## config.mk

```make
export PLATFORM = sky130hd
export DESIGN_NAME = fifo_queue_with_delete
export DESIGN_NICKNAME = d
export VERILOG_FILES = /design/src/sv/fqd_pkg.sv /design/src/sv/fqd_cell.sv /design/src/sv/fifo_queue_with_delete.sv
export SDC_FILE = /design/constraint.sdc
export NUM_CORES = 1
export LEC_CHECK = 0
export BUFFER_PORTS_ARGS = -buffer_cell sky130_fd_sc_hd__clkbuf_2
export CORE_MARGIN = 1
export CORE_UTILIZATION = 25
export DETAILED_ROUTE_END_ITERATION = 12
export MAX_ROUTING_LAYER = met4
export PLACE_DENSITY = 0.48
export SLEW_MARGIN = 0
export SYNTH_ARGS = -nofsm -noshare
export SYNTH_HDL_FRONTEND = slang
export SYNTH_SLANG_ARGS = --single-unit
```

## constraint.sdc

```tcl
create_clock -name clk -period 8.75 [get_ports clk]
set_input_delay 0.875 -clock clk [delete_from_list [all_inputs] [get_ports clk]]
set_output_delay 0.875 -clock clk [all_outputs]
set_load 0.02 [all_outputs]
```

## src/sv/fqd_pkg.sv

```systemverilog
`timescale 1ns / 1ps

package fqd_pkg;

    // Default geometry of the queue.
    localparam int unsigned DEPTH_DEF       = 16;
    localparam int unsigned HANDLE_BITS_DEF = 32;

    // Fixed widths of the beat fields.
    localparam int unsigned HANDLE_W = 32;
    localparam int unsigned LENGTH_W = 5;

    typedef enum logic [1:0] {
        MODE_ENQ = 2'd0,
        MODE_DEQ = 2'd1,
        MODE_DEL = 2'd2,
        MODE_NOP = 2'd3
    } mode_t;

    typedef enum logic [2:0] {
        ST_OK       = 3'd0,
        ST_ZERO     = 3'd1,
        ST_FULL     = 3'd2,
        ST_EMPTY    = 3'd3,
        ST_NOTFOUND = 3'd4
    } status_t;

    typedef struct packed {
        mode_t                 mode;
        logic [HANDLE_W-1:0]   handle;
    } cmd_t;

    typedef struct packed {
        status_t               status;
        logic [HANDLE_W-1:0]   out_handle;
        logic [LENGTH_W-1:0]   length;
    } rsp_t;

    // Controls broadcast to every storage cell in the row.
    typedef struct packed {
        logic shift;   // every cell takes its right-hand neighbor
        logic load;    // the cell addressed by the tail index takes load_val
    } cell_ctrl_t;

endpackage

```

## src/sv/fqd_cell.sv

```systemverilog
`timescale 1ns / 1ps

module fqd_cell #(
    parameter int unsigned HANDLE_BITS = fqd_pkg::HANDLE_BITS_DEF,
    parameter int unsigned IDX_BITS    = 4,
    parameter int unsigned CELL_INDEX  = 0
) (
    input  logic                   clk,
    input  fqd_pkg::cell_ctrl_t    ctrl,
    input  logic [IDX_BITS-1:0]    tail_idx,
    input  logic [HANDLE_BITS-1:0] load_val,
    input  logic [HANDLE_BITS-1:0] shift_in,
    output logic [HANDLE_BITS-1:0] value
);

    logic [HANDLE_BITS-1:0] value_reg;
    logic [HANDLE_BITS-1:0] value_next;
    logic                   load_here;

    // A load into this slot wins over the shift from the neighbor.
    assign load_here = ctrl.load && (tail_idx == IDX_BITS'(CELL_INDEX));

    always_comb
    begin
        priority if (load_here)
        begin
            value_next = load_val;
        end
        else if (ctrl.shift)
        begin
            value_next = shift_in;
        end
        else
        begin
            value_next = value_reg;
        end
    end

    always_ff @(posedge clk)
    begin
        value_reg <= value_next;
    end

    assign value = value_reg;

endmodule

```

## src/sv/fifo_queue_with_delete.sv

```systemverilog
`timescale 1ns / 1ps

// Ordered queue of nonzero handles held in a row of DEPTH storage cells, with the head in
// cell zero. Each command beat enqueues a handle at the tail, dequeues the head, or deletes
// the first entry equal to a handle while keeping the order of the rest; every command gives
// exactly one response beat with a status, the dequeued handle (zero unless a dequeue
// succeeded) and the length after the operation. For enqueue, dequeue, every error case and
// the unused mode the response is registered at the edge that accepts the command. A delete
// rotates the whole queue once through the head cell, which is the only place a handle is
// compared; the matching entry is dropped instead of being passed back to the tail, and the
// response is registered when the rotation ends. A new command is taken when no delete is in
// progress and the response register is empty or is being read in the same cycle. Stored
// handles are HANDLE_BITS wide; the command handle is cut to that width before the zero
// check. The cells need no clearing after reset: only cells below the length are ever
// read.

module fifo_queue_with_delete #(
    parameter int unsigned DEPTH       = fqd_pkg::DEPTH_DEF,
    parameter int unsigned HANDLE_BITS = fqd_pkg::HANDLE_BITS_DEF
) (
    input  logic           clk,
    input  logic           rst_n,
    input  logic           cmd_valid,
    output logic           cmd_ready,
    input  fqd_pkg::cmd_t  cmd,
    output logic           rsp_valid,
    input  logic           rsp_ready,
    output fqd_pkg::rsp_t  rsp
);

    localparam int unsigned IW = (DEPTH > 1) ? $clog2(DEPTH) : 1;
    localparam int unsigned CW = $clog2(DEPTH + 1);

    typedef enum logic {
        S_IDLE,
        S_SCAN
    } state_t;

    state_t                 state_reg, state_next;
    logic [CW-1:0]          count_reg, count_next;
    logic [CW-1:0]          left_reg, left_next;
    logic                   found_reg, found_next;
    logic [HANDLE_BITS-1:0] key_reg, key_next;
    logic                   rsp_valid_reg, rsp_valid_next;
    fqd_pkg::rsp_t          rsp_reg, rsp_next;

    fqd_pkg::cell_ctrl_t    ctrl;
    logic [IW-1:0]          tail_idx;
    logic [HANDLE_BITS-1:0] load_val;
    logic [HANDLE_BITS-1:0] cell_val [DEPTH];
    logic [HANDLE_BITS-1:0] head;
    logic [HANDLE_BITS-1:0] cmd_h;
    logic                   cmd_fire;
    logic                   rsp_free;
    logic                   head_match;

    // The command handle, cut to the stored width (zero-extended when that is wider).
    assign cmd_h      = HANDLE_BITS'(cmd.handle);
    assign head       = cell_val[0];
    assign head_match = !found_reg && (head == key_reg);

    assign rsp_free  = !rsp_valid_reg || rsp_ready;
    assign cmd_ready = (state_reg == S_IDLE) && rsp_free;
    assign cmd_fire  = cmd_valid && cmd_ready;

    // Row of storage cells. Each cell hands its value to its left neighbor on a shift;
    // the last cell has no right neighbor and takes zero.
    for (genvar i = 0; i < DEPTH; i++)
    begin : g_cell
        logic [HANDLE_BITS-1:0] right_val;

        if (i == DEPTH - 1)
        begin : g_last
            assign right_val = '0;
        end
        else
        begin : g_mid
            assign right_val = cell_val[i+1];
        end

        fqd_cell #(
            .HANDLE_BITS (HANDLE_BITS),
            .IDX_BITS    (IW),
            .CELL_INDEX  (i)
        ) u_cell (
            .clk      (clk),
            .ctrl     (ctrl),
            .tail_idx (tail_idx),
            .load_val (load_val),
            .shift_in (right_val),
            .value    (cell_val[i])
        );
    end

    always_comb
    begin
        state_next     = state_reg;
        count_next     = count_reg;
        left_next      = left_reg;
        found_next     = found_reg;
        key_next       = key_reg;
        rsp_valid_next = rsp_valid_reg && !rsp_ready;
        rsp_next       = rsp_reg;
        ctrl.shift     = 1'b0;
        ctrl.load      = 1'b0;
        tail_idx       = IW'(count_reg);
        load_val       = cmd_h;

        unique case (state_reg)
            S_IDLE:
            begin
                if (cmd_fire)
                begin
                    rsp_valid_next      = 1'b1;
                    rsp_next.status     = fqd_pkg::ST_OK;
                    rsp_next.out_handle = '0;
                    unique case (cmd.mode)
                        fqd_pkg::MODE_ENQ:
                        begin
                            priority if (cmd_h == '0)
                            begin
                                rsp_next.status = fqd_pkg::ST_ZERO;
                            end
                            else if (count_reg == CW'(DEPTH))
                            begin
                                rsp_next.status = fqd_pkg::ST_FULL;
                            end
                            else
                            begin
                                ctrl.load  = 1'b1;
                                count_next = count_reg + CW'(1);
                            end
                        end
                        fqd_pkg::MODE_DEQ:
                        begin
                            if (count_reg == '0)
                            begin
                                rsp_next.status = fqd_pkg::ST_EMPTY;
                            end
                            else
                            begin
                                ctrl.shift          = 1'b1;
                                count_next          = count_reg - CW'(1);
                                rsp_next.out_handle = fqd_pkg::HANDLE_W'(head);
                            end
                        end
                        fqd_pkg::MODE_DEL:
                        begin
                            priority if (cmd_h == '0)
                            begin
                                rsp_next.status = fqd_pkg::ST_ZERO;
                            end
                            else if (count_reg == '0)
                            begin
                                rsp_next.status = fqd_pkg::ST_NOTFOUND;
                            end
                            else
                            begin
                                // The response is posted when the rotation ends.
                                rsp_valid_next = 1'b0;
                                state_next     = S_SCAN;
                                left_next      = count_reg;
                                found_next     = 1'b0;
                                key_next       = cmd_h;
                            end
                        end
                        default:
                        begin
                        end
                    endcase
                    rsp_next.length = fqd_pkg::LENGTH_W'(count_next);
                end
            end
            S_SCAN:
            begin
                // Rotate the head back to the tail, except for the first match,
                // which is dropped and shortens the queue by one.
                ctrl.shift = 1'b1;
                if (head_match)
                begin
                    found_next = 1'b1;
                    count_next = count_reg - CW'(1);
                end
                else
                begin
                    ctrl.load = 1'b1;
                    tail_idx  = IW'(count_reg - CW'(1));
                    load_val  = head;
                end
                left_next = left_reg - CW'(1);
                if (left_reg == CW'(1))
                begin
                    state_next          = S_IDLE;
                    rsp_valid_next      = 1'b1;
                    rsp_next.status     = found_next ? fqd_pkg::ST_OK : fqd_pkg::ST_NOTFOUND;
                    rsp_next.out_handle = '0;
                    rsp_next.length     = fqd_pkg::LENGTH_W'(count_next);
                end
            end
            default:
            begin
                state_next = S_IDLE;
            end
        endcase
    end

    always_ff @(posedge clk or negedge rst_n)
    begin
        if (!rst_n)
        begin
            state_reg     <= S_IDLE;
            count_reg     <= '0;
            left_reg      <= '0;
            found_reg     <= 1'b0;
            rsp_valid_reg <= 1'b0;
        end
        else
        begin
            state_reg     <= state_next;
            count_reg     <= count_next;
            left_reg      <= left_next;
            found_reg     <= found_next;
            rsp_valid_reg <= rsp_valid_next;
        end
    end

    // Payload registers carry no reset.
    always_ff @(posedge clk)
    begin
        key_reg <= key_next;
        rsp_reg <= rsp_next;
    end

    assign rsp_valid = rsp_valid_reg;
    assign rsp       = rsp_reg;

    // The length never exceeds the number of cells.
    a_count_bound: assert property (@(posedge clk) disable iff (!rst_n)
        count_reg <= CW'(DEPTH))
        else $error("queue length exceeds depth");

    // A successful enqueue grows the queue by exactly one entry.
    a_enq_grows: assert property (@(posedge clk) disable iff (!rst_n)
        (cmd_fire && cmd.mode == fqd_pkg::MODE_ENQ && cmd_h != '0 && count_reg != CW'(DEPTH))
        |=> count_reg == $past(count_reg) + CW'(1))
        else $error("enqueue did not grow the queue");

    // A delete rotation never lengthens the queue.
    a_scan_shrinks: assert property (@(posedge clk) disable iff (!rst_n)
        state_reg == S_SCAN |=> count_reg <= $past(count_reg))
        else $error("delete rotation grew the queue");

    // Only a successful dequeue returns a handle, and a held handle is never zero.
    a_handle_ok: assert property (@(posedge clk) disable iff (!rst_n)
        (rsp_valid_reg && rsp_reg.out_handle != '0) |-> rsp_reg.status == fqd_pkg::ST_OK)
        else $error("handle returned with an error status");

endmodule

```

* Yosys cells after proc, flatten, opt, wreduce, memory -nomap -nowiden
Index checks and enable logic that the tools add are counted.
** Cells by class
- Reductions and logical operators :: 47
- $add $sub $neg :: 3
- Bitwise logic cells :: 3
- Equality and inequality tests :: 25
- Multiplexer cells :: 86
** Operators with widths (number)
- $mux W32 :: 36
- $mux W40 :: 2
- $pmux W40 S2 :: 1
- $mux W5 :: 9
- $eq A32 B32 Y1 :: 1
- $eq A4 B4 Y1 const B :: 8
- $logic_not A32 Y1 :: 1
- $reduce_bool A2 Y1 :: 16
- $pmux W5 S2 :: 3
- $mux W1 :: 21
- $logic_and A1 B1 Y1 :: 20
- $eq A4 B3 Y1 const B :: 4
- $sub A5 B1 Y5 const B :: 2
- $mux W3 :: 3
- $pmux W3 S3 :: 1
- $eq A4 B2 Y1 const B :: 2
- $mux W2 :: 4
- $mux W4 :: 2
- $ne A2 B2 Y1 const B :: 3
- $pmux W1 S2 :: 3
- $add A5 B1 Y5 const B :: 1
- $eq A5 B1 Y1 const B :: 1
- $eq A5 B5 Y1 const B :: 1
- $logic_not A5 Y1 :: 1
- other kinds (13) :: 18
** Word-level totals
- Input bits :: 38
- Output and inout port bits :: 42
- Word-level logic and storage cells :: 189
- Register bits :: 597

* Depth between registers and ports, before layout
- Depth after elaboration :: 8
- Depth in mapped cells :: 11
- Depth with buffers taken out :: 9

* Hierarchy
A second synthesis with hierarchy kept.
** Second synthesis, totals
- Cells, all modules :: 1480
- Area, all modules :: 28394.7 um^2
** By module, submodules not included
- fqd_cell (g_cell[10].u_cell ...) :: instances 5, sequential area each 960.9 um^2, cells an instance 70, area an instance 1493.9 um^2
- fqd_cell (g_cell[11].u_cell ...) :: instances 4, sequential area each 960.9 um^2, cells an instance 70, area an instance 1505.2 um^2
- fqd_cell (g_cell[1].u_cell ...) :: instances 4, sequential area each 960.9 um^2, cells an instance 70, area an instance 1491.4 um^2
- fifo_queue_with_delete :: instances 1, sequential area each 2487.4 um^2, cells an instance 360, area an instance 4454.3 um^2
- fqd_cell (g_cell[12].u_cell ...) :: instances 2, sequential area each 960.9 um^2, cells an instance 70, area an instance 1497.7 um^2
- fqd_cell (g_cell[0].u_cell) :: instances 1, sequential area each 960.9 um^2, cells an instance 70, area an instance 1488.9 um^2

* Worst setup path after synthesis
No wires, ideal clock.
- Path kind :: register to register
- Start :: register g_cell[0].u_cell.value_reg[6]
- End :: register g_cell[7].u_cell.value_reg[0], enable pin
- Setup slack :: 5.000 ns
- Required time :: 8.356 ns
- Stages on the path, launching flop included :: 10
- Setup time :: 0.394 ns
- Buffers on the path :: 2
- Data arrival time :: 3.356 ns
- Path through :: edfxtp_1 xor2_1 nor4_1 nand4_2 o31ai_4 mux2i_1 and2_1 clkbuf_1 buf_2 nand2b_1
** Between the ends
- Word-level cells in the longest chain between the ends :: 7
** Ends and longest elaborated chain
- start: declaration :: RTL line fqd_cell.sv:16 : logic [HANDLE_BITS-1:0] value_reg;
- start signal: assignment :: RTL line fqd_cell.sv:41 : value_reg <= value_next;
- $eq A32 B32 Y1 (*) :: RTL line fifo_queue_with_delete.sv:60 : assign head_match = !found_reg && (head == key_reg);
- $logic_and A1 B1 Y1 (*) :: RTL line fifo_queue_with_delete.sv:60
- $mux W4 :: RTL line fifo_queue_with_delete.sv:179 : if (head_match)
- $mux W4 :: RTL line fifo_queue_with_delete.sv:109 : unique case (state_reg)
- $eq A4 B3 Y1 :: RTL line fqd_cell.sv:21 : assign load_here = ctrl.load && (tail_idx == IDX_BITS'(CELL_INDEX));
- $logic_and A1 B1 Y1 (*) :: RTL line fqd_cell.sv:21
- $reduce_bool A2 Y1 (no line) (*)
- end signal: assignment :: RTL line fqd_cell.sv:41
- end: declaration :: RTL line fqd_cell.sv:16
Mark *: on every way between the ends. The rest lies on a longest branch, timed or not.
A chain may end at the register's enable or synchronous reset.

* Final worst setup path
- Start :: register g_cell[0].u_cell.value_reg[12]
- End :: register g_cell[9].u_cell.value_reg[12], enable pin
** Between the ends
- Word-level cells in the longest chain between the ends :: 7
** Ends and longest elaborated chain (RTL line)
- $eq A32 B32 Y1 (*) :: fifo_queue_with_delete.sv:60
- $logic_and A1 B1 Y1 (*) :: fifo_queue_with_delete.sv:60
- $mux W4 :: fifo_queue_with_delete.sv:179
- $mux W4 :: fifo_queue_with_delete.sv:109
- $eq A4 B4 Y1 :: fqd_cell.sv:21
- $logic_and A1 B1 Y1 (*) :: fqd_cell.sv:21
- $reduce_bool A2 Y1 (no line) (*)
- end signal: assignment :: fqd_cell.sv:41
- end: declaration :: fqd_cell.sv:16
Marks and branches as above.

==> results.md <==
- Status: finished clean
- Core box area: 0.104 mm2
- Register area share after synthesis: 68.2%
- CTS Buffer Depth: 3
- Post-route clock period utilization: 59.8%
- Commonest non-fill, non-tap cell in the layout: edfxtp_1
- DR pass1 iterations: 5
- Post-Layout Cell Count: 3020
- Final #Nets: 1638
- Main flop type after synthesis: edfxtp_1
- Layout area overhead: 14.9%
- FF+latch count, synth: 597
- Slowest cell delay on critical path: 0.92 ns
- Max-Cap Viols: 0
- Hold Crit Class: in2async
- M1 WL: 25.2 mm
- Most frequent cells in the layout: edfxtp_1 (584), mux2_2 (340), mux2_1 (174)
- Instance count of the mapped netlist: 1526
- Hold Buf Count CTS: 0
- Post_cts resized: 0
- Row count: 118
- Worst reg2reg endpoint: g_cell[9].u_cell.value[12]
- First-pass GRT wire length: 81.8 mm
- Vias: 12719
- Worst path cell trace: xor2_1 -> nor4_1 -> nand4_1 -> o31ai_4 -> mux2i_1 -> nand3_2 -> nand2_1 -> buf_4
- Slew Limit Fails: 0
- CP bufs+invs: 1
- Worst-Margin Slew: 1.23 ns
- Peak supply drop: 148 uV
- Mux cell area share after synthesis: 22.5%
- Clock sink count: 597
- Flop-to-flop setup slack: 3.52 ns
- GRT Util Overall: 10.1%
- FF-to-FF path depth: 8
- Post-synthesis adder-cell area fraction: 0.191%
- DR WL/cell: 17.2 um
- Synth Area in Compound Gates: 1.39%
- I/O pin cnt: 80
- Asr flop ratio synth: 2.18%
- Synth Net Count: 1568
- Largest area contributor in the netlist: edfxtp_1
- Number of global-route vias before repair: 13163
- Initial core utilization: 25.3%
- Final Skew: 0.0140 ns
- Clock-pin slew on the worst setup and hold paths: 0.06 ns
- Layout Utilization: 29.0%
- Vias per cell: 4.21
- Setup bufs post-CTS: 0
- Pleak: 10.4 nW
- Clock Tree Root: clkbuf_16
- Yosys Warn Count: 0
- Post-DRT Antenna Nets: 0
- Pwr/cell area: 398 mW/mm2
- Rel. slew slack: 18.2%
- Largest family of logic cells by synthesized area: multiplexers
- Syn Area/Cell: 17.2 um2
- Top cells by area, synth: edfxtp_1 (67%), mux2_2 (15%), mux2_1 (7.5%)
- Post-synth top area share: 66.9%
- Peak Freq: 191 MHz
- Setup TNS: 0 ns
- Crit path capture type: flip-flop
- Final GP Congestion: 0.825
- Post-Synth XOR/XNOR Area: 1.37%
- RSZ-0062 raised after global routing: no
- IO Port Bufs: 79
- Max Fanout on Critical Path: 33
- Post-DP Area: 0.0281 mm2
- Die H: 326 um
- Inst Count DP: 2907
- EDFF count, synth: 584
- Top Layer Used: met4
- Iteration-0 DRC Markers: 754
- Die ar.: 0.106 mm2
- Fin crit period: 5.23 ns
- Final wirelength: 51.8 mm
- Share of cells above drive strength 1: 33.8%
- Die Width: 326 um
- Syn Std Cell Area: 0.0262 mm2
- Finish-stage setup viols: 0
- Critical R2R Launch: g_cell[0].u_cell.value[12]
- Met3 wire length: 2.15 mm
- Max reg flops: 512
- Met2 WL post-DR: 22.9 mm
- Finished layout cell area: 0.0301 mm2
- Final hold vios: 0
- Startpoint types: flip-flop
- Distinct cells, synth: 52
- CP arrival: 5.51 ns
- Initial antenna violation count: 1
- Residual DRC: 0
- Final HPWL DP: 36.4 mm
- Pin count of the biggest net entering global routing: 41
- TritonCTS Buffers: 67
- Slowest-stage cell, CP: mux2i_1
- Critical Path RT: 9.03 ns
- CP Class: reg2reg
- Remaining Overflow, GRT: 0
- Crit-path leading delay family: simple AND/OR/NAND/NOR gates
- Post-Synth Simple-Gate Area: 4.18%
- TritonCTS clock tree: built
- Max H-tree Level: 3
- Worst skew pair latency: 0.59 ns
-- where the power goes --
group          internal [mW]  switching [mW]
Combinational           1.45            2.18
Sequential              5.29           0.412
Clock                   1.53            1.10
-- worst register-to-register path: cells and delay by family, from the launching register on --
kind            cells  cell delay (ns)
compound gates      1             0.44
xor+xnor            1             0.17
buf+inv             1             0.36
flops               1             0.43
mux                 1             0.92
simple gates        4             2.60
-- synth_stat cells, drive strengths merged, types with 2 or more instances --
master / number
a211o: 2
mux2: 514
or3: 2
ha: 4
clkbuf: 36
nor3: 6
nor3b: 2
nor2b: 4
a211oi: 4
nor2: 18
or2: 3
o21ai: 8
dfrtp: 13
inv: 6
o22ai: 2
a21oi: 13
and2: 40
edfxtp: 584
o31a: 2
nand2b: 12
nand3: 12
xnor2: 8
buf: 75
o32ai: 4
nand4: 4
nand3b: 4
nand2: 27
and3: 33
o31ai: 6
mux2i: 10
xor2: 33
o211ai: 4
nor4: 20
-- logic make-up after synthesis --
family	after synthesis
buf+inv	117
xor+xnor	41
simple gates	192
flops	597
fa+ha+maj	4
mux	524
compound gates	51
-- layer usage --
| metal | vias to the layer above | global-route usage [%] |
|---|---|---|
| met5 | - | - |
| met4 | 0 | 3.48 |
| met3 | 91 | 2.28 |
| met2 | 252 | 14.8 |
| met1 | 6264 | 13.7 |
| li1 | 6112 | - |
-- worst max path at each step --
stage,from,end,cells after the start
after global routing,g_cell[0].u_cell.value[31],g_cell[9].u_cell.value[12],8
after detailed placement,g_cell[0].u_cell.value[31],g_cell[9].u_cell.value[17],8
final,g_cell[0].u_cell.value[12],g_cell[9].u_cell.value[12],8
after global placement,g_cell[0].u_cell.value[31],g_cell[9].u_cell.value[17],8
after CTS,g_cell[0].u_cell.value[31],g_cell[9].u_cell.value[12],8
after floorplan,g_cell[0].u_cell.value[6],g_cell[7].u_cell.value[0],9
-- through the flow --
stage               hold WS (ns)  setup WS (ns)  power [mW]
floorplan                  0.475           5.00        8.29
global placement           0.506           3.73        9.37
detailed placement         0.509           3.57        9.43
CTS                        0.167           3.57        12.2
global route               0.183           3.12        12.7
finish                     0.202           3.52        12.0
-- area by class of cell --
| type | instances | area [um2] |
|---|---|---|
| timing repair buffer | 112 | 643 |
| sequential | 597 | 17900 |
| clock inverter | 26 | 180 |
| antenna | 1 | 2.50 |
| clock buffer | 86 | 1830 |
| fill | 10310 | 73600 |
| multi-input combinational | 812 | 7820 |
| inverter | 6 | 22.5 |
| tap | 1380 | 1730 |
No activity file was read; power rests on OpenSTA's default activity.
